**src/hw/rtl/assert_macros.svh**
```systemverilog
// assertion macros used by the top-level rtl file
`ifndef ASSERT_MACROS_SVH
`define ASSERT_MACROS_SVH
`ifndef SYNTH
// same-cycle implication
`define ASSERT_IMPLY(lbl, clk, rst, ante, cons) \
  lbl: assert property (@(posedge clk) disable iff (rst) (ante) |-> (cons)) \
    else $error("assertion failed");
// next-cycle implication
`define ASSERT_NEXT(lbl, clk, rst, ante, cons) \
  lbl: assert property (@(posedge clk) disable iff (rst) (ante) |=> (cons)) \
    else $error("assertion failed");
`else
`define ASSERT_IMPLY(lbl, clk, rst, ante, cons)
`define ASSERT_NEXT(lbl, clk, rst, ante, cons)
`endif
`endif

```
**src/hw/rtl/mng_pkg.sv**
```systemverilog
// shared codes and types of the mesh normal generator
`timescale 1ns / 1ps
package mng_pkg;

  // command codes carried in s_tuser
  localparam logic [2:0] CMD_LOAD_VERT = 3'd0;
  localparam logic [2:0] CMD_LOAD_NORM = 3'd1;
  localparam logic [2:0] CMD_FACE      = 3'd2;
  localparam logic [2:0] CMD_QUERY     = 3'd3;
  localparam logic [2:0] CMD_CLEAR     = 3'd4;

  // configuration register indexes
  localparam logic [1:0] REG_OFFSET_X = 2'd0;
  localparam logic [1:0] REG_OFFSET_Y = 2'd1;
  localparam logic [1:0] REG_OFFSET_Z = 2'd2;

  // result kinds carried in m_tuser
  localparam logic KIND_FACE = 1'b0;
  localparam logic KIND_VERT = 1'b1;

  // one in q2.14
  localparam logic signed [15:0] UNIT_Q14 = 16'sd16384;

  typedef logic signed [63:0] wide_t;

  // commands from controller to datapath
  typedef struct packed {
    logic       take_item;
    logic       load_vert;
    logic       load_norm;
    logic       clear;
    logic       rd_en;
    logic       cap_en;
    logic       set_mean;
    logic       set_sum;
    logic       set_default;
    logic       edge_init;
    logic       shrink_en;
    logic       cross_en;
    logic       norm_start;
    logic       acc_rd;
    logic       acc_wr;
    logic       out_load;
    logic [2:0] cnt;
  } mng_cmd_t;

  // status from datapath to controller
  typedef struct packed {
    logic [2:0] cmd;
    logic [2:0] vert_ok;
    logic       fnorm_ok;
    logic       shrink_done;
    logic       count_nz;
    logic       norm_done;
    logic       out_free;
  } mng_stat_t;

endpackage

```
**src/hw/rtl/mng_ctrl.sv**
```systemverilog
// controller state machine sequencing loads, faces and queries
`timescale 1ns / 1ps
module mng_ctrl
  import mng_pkg::*;
(
  input  logic      clk,
  input  logic      rst,
  input  logic      s_tvalid,
  output logic      s_tready,
  input  mng_stat_t stat,
  output mng_cmd_t  cmd
);

  typedef enum logic [13:0] {
    S_IDLE   = 14'b00000000000001,
    S_DECODE = 14'b00000000000010,
    S_RD     = 14'b00000000000100,
    S_CAP    = 14'b00000000001000,
    S_DECIDE = 14'b00000000010000,
    S_SHRINK = 14'b00000000100000,
    S_CROSS  = 14'b00000001000000,
    S_NGO    = 14'b00000010000000,
    S_NWAIT  = 14'b00000100000000,
    S_ARD    = 14'b00001000000000,
    S_AWR    = 14'b00010000000000,
    S_QRD    = 14'b00100000000000,
    S_QCAP   = 14'b01000000000000,
    S_OUT    = 14'b10000000000000
  } state_t;

  state_t     state, state_next;
  logic [2:0] cnt, cnt_next;

  always_ff @(posedge clk) begin
    if (rst) begin
      state <= S_IDLE;
      cnt   <= '0;
    end else begin
      state <= state_next;
      cnt   <= cnt_next;
    end
  end

  // next state and datapath commands
  always_comb begin
    state_next = state;
    cnt_next   = cnt;
    cmd        = '0;
    cmd.cnt    = cnt;
    s_tready   = 1'b0;
    case (state)
      S_IDLE: begin
        s_tready      = 1'b1;
        cmd.take_item = s_tvalid;
        if (s_tvalid) state_next = S_DECODE;
      end
      S_DECODE: begin
        cnt_next   = '0;
        state_next = S_IDLE;
        case (stat.cmd)
          CMD_LOAD_VERT: cmd.load_vert = 1'b1;
          CMD_LOAD_NORM: cmd.load_norm = 1'b1;
          CMD_CLEAR:     cmd.clear     = 1'b1;
          CMD_FACE:      state_next    = S_RD;
          CMD_QUERY: begin
            if (stat.vert_ok[0]) begin
              state_next = S_QRD;
            end else begin
              cmd.set_default = 1'b1;
              state_next      = S_OUT;
            end
          end
          default: ;
        endcase
      end
      // fetch the three corners
      S_RD: begin
        cmd.rd_en  = 1'b1;
        state_next = S_CAP;
      end
      S_CAP: begin
        cmd.cap_en = 1'b1;
        if (cnt == 3'd2) begin
          state_next = S_DECIDE;
        end else begin
          cnt_next   = cnt + 3'd1;
          state_next = S_RD;
        end
      end
      S_DECIDE: begin
        cnt_next = '0;
        if (stat.fnorm_ok) begin
          cmd.set_mean = 1'b1;
          state_next   = S_NGO;
        end else if (!(&stat.vert_ok)) begin
          cmd.set_default = 1'b1;
          state_next      = S_ARD;
        end else begin
          cmd.edge_init = 1'b1;
          state_next    = S_SHRINK;
        end
      end
      S_SHRINK: begin
        cmd.shrink_en = 1'b1;
        cnt_next      = '0;
        if (stat.shrink_done) state_next = S_CROSS;
      end
      S_CROSS: begin
        cmd.cross_en = 1'b1;
        if (cnt == 3'd6) state_next = S_NGO;
        else             cnt_next   = cnt + 3'd1;
      end
      S_NGO: begin
        cmd.norm_start = 1'b1;
        state_next     = S_NWAIT;
      end
      S_NWAIT: begin
        cnt_next = '0;
        if (stat.norm_done) begin
          state_next = (stat.cmd == CMD_QUERY) ? S_OUT : S_ARD;
        end
      end
      // read-modify-write of the per-vertex sums, one corner at a time
      S_ARD: begin
        if (stat.vert_ok[cnt[1:0]]) begin
          cmd.acc_rd = 1'b1;
          state_next = S_AWR;
        end else if (cnt == 3'd2) begin
          state_next = S_OUT;
        end else begin
          cnt_next = cnt + 3'd1;
        end
      end
      S_AWR: begin
        cmd.acc_wr = 1'b1;
        if (cnt == 3'd2) begin
          state_next = S_OUT;
        end else begin
          cnt_next   = cnt + 3'd1;
          state_next = S_ARD;
        end
      end
      S_QRD: begin
        cmd.acc_rd = 1'b1;
        state_next = S_QCAP;
      end
      S_QCAP: begin
        if (stat.count_nz) begin
          cmd.set_sum = 1'b1;
          state_next  = S_NGO;
        end else begin
          cmd.set_default = 1'b1;
          state_next      = S_OUT;
        end
      end
      S_OUT: begin
        if (stat.out_free) begin
          cmd.out_load = 1'b1;
          state_next   = S_IDLE;
        end
      end
      default: state_next = S_IDLE;
    endcase
  end

endmodule

```
**config.mk**
```make
export PLATFORM = sky130hd
export DESIGN_NAME = mng_ctrl
export DESIGN_NICKNAME = d
export VERILOG_FILES = /design/src/hw/rtl/assert_macros.svh /design/src/hw/rtl/mng_pkg.sv /design/src/hw/rtl/mng_ctrl.sv
export SDC_FILE = /design/constraint.sdc
export NUM_CORES = 1
export LEC_CHECK = 0
export ABC_AREA = 1
export BUFFER_PORTS_ARGS = -buffer_cell sky130_fd_sc_hd__buf_2
export CAP_MARGIN = 10
export CORE_MARGIN = 5
export CORE_UTILIZATION = 40
export CTS_CLUSTER_SIZE = 12
export DETAILED_ROUTE_END_ITERATION = 8
export PLACE_DENSITY = 0.67
export SETUP_SLACK_MARGIN = 0.02
export SLEW_MARGIN = 20
export SYNTH_ARGS = -nofsm -noshare
export SYNTH_HDL_FRONTEND = slang
export SYNTH_SLANG_ARGS = --single-unit
```
**constraint.sdc**
```tcl
create_clock -name clk -period 1.9 [get_ports clk]
set_input_delay 0.19 -clock clk [delete_from_list [all_inputs] [get_ports clk]]
set_output_delay 0.19 -clock clk [all_outputs]
set_load 0.01 [all_outputs]
```
==> flow_summary_export.csv <==
group,metric,value,unit
status,status,"complete, no violations",
global_routing,antenna_found_initial,0,
worst_setup_path,ff2ff_setup_slack,0.16,ns
worst_setup_path,rr_startpoint,"state[4]",
power_and_ir_drop,switching_power,0.392,mW
floorplanning,io_pins,34,
worst_setup_path,setup.worst_path.start_class,"register",
clocking,numCtsBuffers,3,
timing,grt_setup_unrepaired,"yes",
layout,seq_area,350,sq um
placement,dp_hpwl,3.22,mm
floorplanning,start_util,41.0,%
worst_setup_path,arrival,1.65,ns
placement,dpl_cell_area,1580,sq um
timing,setup_tns,0,ns
hold_path,min_from,"stat[5]",
detailed_routing,dr.pass1.iters,4,
floorplanning,die_h,68.2,um
timing,clock.fmax,544,MHz
clocking,cts_sinks,17,
timing,finalHoldViolCount,0,
layout,fill_cells,373,
synth,ys_ff_latch,17,
detailed_routing,via_per_inst,4.88,
worst_setup_path,regToRegEndpoint,"cnt[0]",
hold_path,hp-class,"input port to register",
power_and_ir_drop,p_leak,1.03,nW
placement,routabilityCongestion,0.888,
detailed_routing,routed_wl,4.17,mm
placement,portBuffers,33,
layout,final_util,53.9,%
clocking,cts_tree,"built",
detailed_routing,vias,1581,
clocking,ctsHoldBuffers,0,
global_routing,grt_pass1_wl,6.75,mm
worst_setup_path,cpMaxStageDelayCell,"dfxtp_1",
layout,diodes,0,
synth,synth_cells,234,
global_routing,grtUsageTotal,19.2,%
clocking,clock_path_buffers,2,
power_and_ir_drop,power_switching_share,40.3,%
power_and_ir_drop,p_total,0.974,mW
timing,fin_crit_sh,96.8,%
layout,drive_above_1_share,30.9,%
global_routing,grt_max_degree,14,
placement,dp_slack,0.196,ns
clocking,clockRootBuffer,"clkbuf_4",
hold_path,min_to,"state[11]",
layout,fin_nets,295,
synth,syn_nets,250,
timing,drv_slew,0,
power_and_ir_drop,clockPowerShare,21.9,%
worst_setup_path,required,1.71,ns
clocking,clock_latency,0.31,ns
run,drv_cap,0,
floorplanning,rows,21,
synth,synth_area,1360,sq um
clocking,cts_max_level,1,
synth,synth.distinct_cells,28,
layout,final_area,1780,sq um
worst_setup_path,crit_path_max_incr_delay,0.36,ns
synth,avgSynthCellArea,5.80,sq um
floorplanning,die_w,68.2,um
timing,setup_violations,0,
timing,tightest_slew,0.484,ns
timing,slew_headroom,67.5,%
synth,yosysWarnings,0,
power_and_ir_drop,power.density,546,nW/um^2
global_routing,overflow,0,
power_and_ir_drop,p_seq_share,41.2,%
global_routing,grt_pass1_vias,1467,
detailed_routing,ant_nets,0,
detailed_routing,drt_first_iter_violations,101,
timing,worst_slack,0.0612,ns
worst_setup_path,worstPathCellList,"nor2_4 -> nand2_4 -> nor2_8 -> nand2_1 -> or2_1 -> nand3_1 -> buf_2",
synth,yosysSeqAreaShare,25.1,%
worst_setup_path,reg2reg_depth,11,
worst_setup_path,crit_fanout,6,
layout,multi_input_area,953,sq um
hold_path,hold_depth,3,
worst_setup_path,criticalPathCategory,"register to output port",
power_and_ir_drop,combPwrFrac,36.9,%
power_and_ir_drop,internal_power,0.581,mW
floorplanning,core_area,3310,sq um
floorplanning,fp.dieArea,4660,sq um
timing,clock_skew,0.0140,ns
timing,fin_crit,1.84,ns
detailed_routing,detail_route.wl_per_cell,12.9,um
detailed_routing,drc_errors,0,
worst_setup_path,cp-end-kind,"output port",
layout,areaGrowthSynthToFinish,31.5,%
power_and_ir_drop,max-vdd-ir-drop,0.338,mV
clocking,clk_pin_slew,0.12,ns
[synthesized netlist by cell type, drive strengths merged]
| cell type | count | area, sq um |
|---|---|---|
| a21oi | 7 | 35.0 |
| clkbuf | 1 | 3.75 |
| dfxtp | 17 | 340 |
| ha | 2 | 25.0 |
| inv | 45 | 169 |
| nand2 | 53 | 219 |
| nand3 | 32 | 160 |
| nand4 | 2 | 12.5 |
| nor2 | 47 | 215 |
| nor3 | 11 | 60.1 |
| nor3b | 1 | 7.51 |
| nor4 | 4 | 25.0 |
| o211ai | 2 | 15.0 |
| o21a | 1 | 7.51 |
| o21ai | 3 | 18.8 |
| or2 | 5 | 33.8 |
| xor2 | 1 | 8.76 |
[metal layers]
metal / track usage [%] / wire length [um] / up-vias
met2: 32.0 / 2020 / 42
met4: 4.47 / 29 / 0
met1: 26.2 / 1910 / 712
li1: - / - / 823
met3: 2.30 / 213 / 4
met5: 0 / 0 / -
[power by group through the flow]
stage / clock, mW / sequential, mW / combinational (mW)
2_1_floorplan: 0 / 0.404 / 0.230
3_3_place_gp: 0 / 0.404 / 0.324
3_5_place_dp: 0 / 0.403 / 0.326
4_1_cts: 0.213 / 0.395 / 0.340
5_1_grt: 0.230 / 0.404 / 0.405
6_report: 0.213 / 0.401 / 0.359
[worst max path at each step]
stage              from       end  cells past startpoint
2_1_floorplan  state[4]   cmd[15]                      5
3_3_place_gp   state[4]  state[6]                     11
3_5_place_dp   state[4]  state[9]                     11
4_1_cts        state[9]   cmd[10]                      7
5_1_grt        state[8]   cmd[16]                      6
6_report       state[2]   cmd[10]                      7
[cells in the final DEF (no fill, tap or decap), types with 3 or more instances in the layout]
cell type / synthesis / final
a21oi_1: 7 / 7
buf_2: 0 / 33
buf_4: 0 / 8
clkbuf_4: 0 / 3
dfxtp_1: 17 / 9
dfxtp_2: 0 / 8
inv_1: 43 / 43
nand2_1: 47 / 45
nand2_2: 5 / 4
nand2_4: 1 / 4
nand3_1: 32 / 29
nand3_2: 0 / 3
nor2_1: 39 / 35
nor2_2: 6 / 3
nor2_4: 1 / 8
nor3_1: 10 / 9
[worst max-delay path: cells and delay by family, from the launching register on]
kind                   cells  cell delay (ns)
and+or+nand+nor            6             0.84
buffers and inverters      1             0.14
DFF                        1             0.36
[through the flow]
stage | cells | hold WS (ns)
after global routing | 324 | 0.156
after floorplan | 234 | 0.267
after CTS | 324 | 0.162
after detailed placement | 313 | 0.494
final | 324 | 0.150
after global placement | 313 | 0.491
[area by class of cell]
type | instances | share of cell area, %
multi-input combinational | 171 | 53.5
sequential | 17 | 19.6
timing repair buffer | 41 | 12.6
inverter | 45 | 9.47
tap | 46 | 3.23
clock buffer | 3 | 1.26
clock inverter | 1 | 0.281
[cell families after synthesis]
logic type | count (synthesis) | synth area share, %
buf+inv | 46 | 12.7
simple gates | 155 | 54.1
fa+ha+maj | 2 | 1.84
flops | 17 | 25.1
xor+xnor | 1 | 0.646
compound gates | 13 | 5.63
[what timing repair did]
| action | 4_1_cts | 5_1_grt |
|---|---|---|
| pin swaps | 7 | 4 |
| resized for setup | 7 | 25 |
| hold endpoints to repair | 0 | 0 |
| buffers inserted | 7 | 0 |
| endpoints found under the setup margin | 5 | 24 |
[flip-flops by register name (all words and copies together), names as in the netlist]
name / flops
cnt: 3
state: 14
Power figures use the tool's default switching activity.
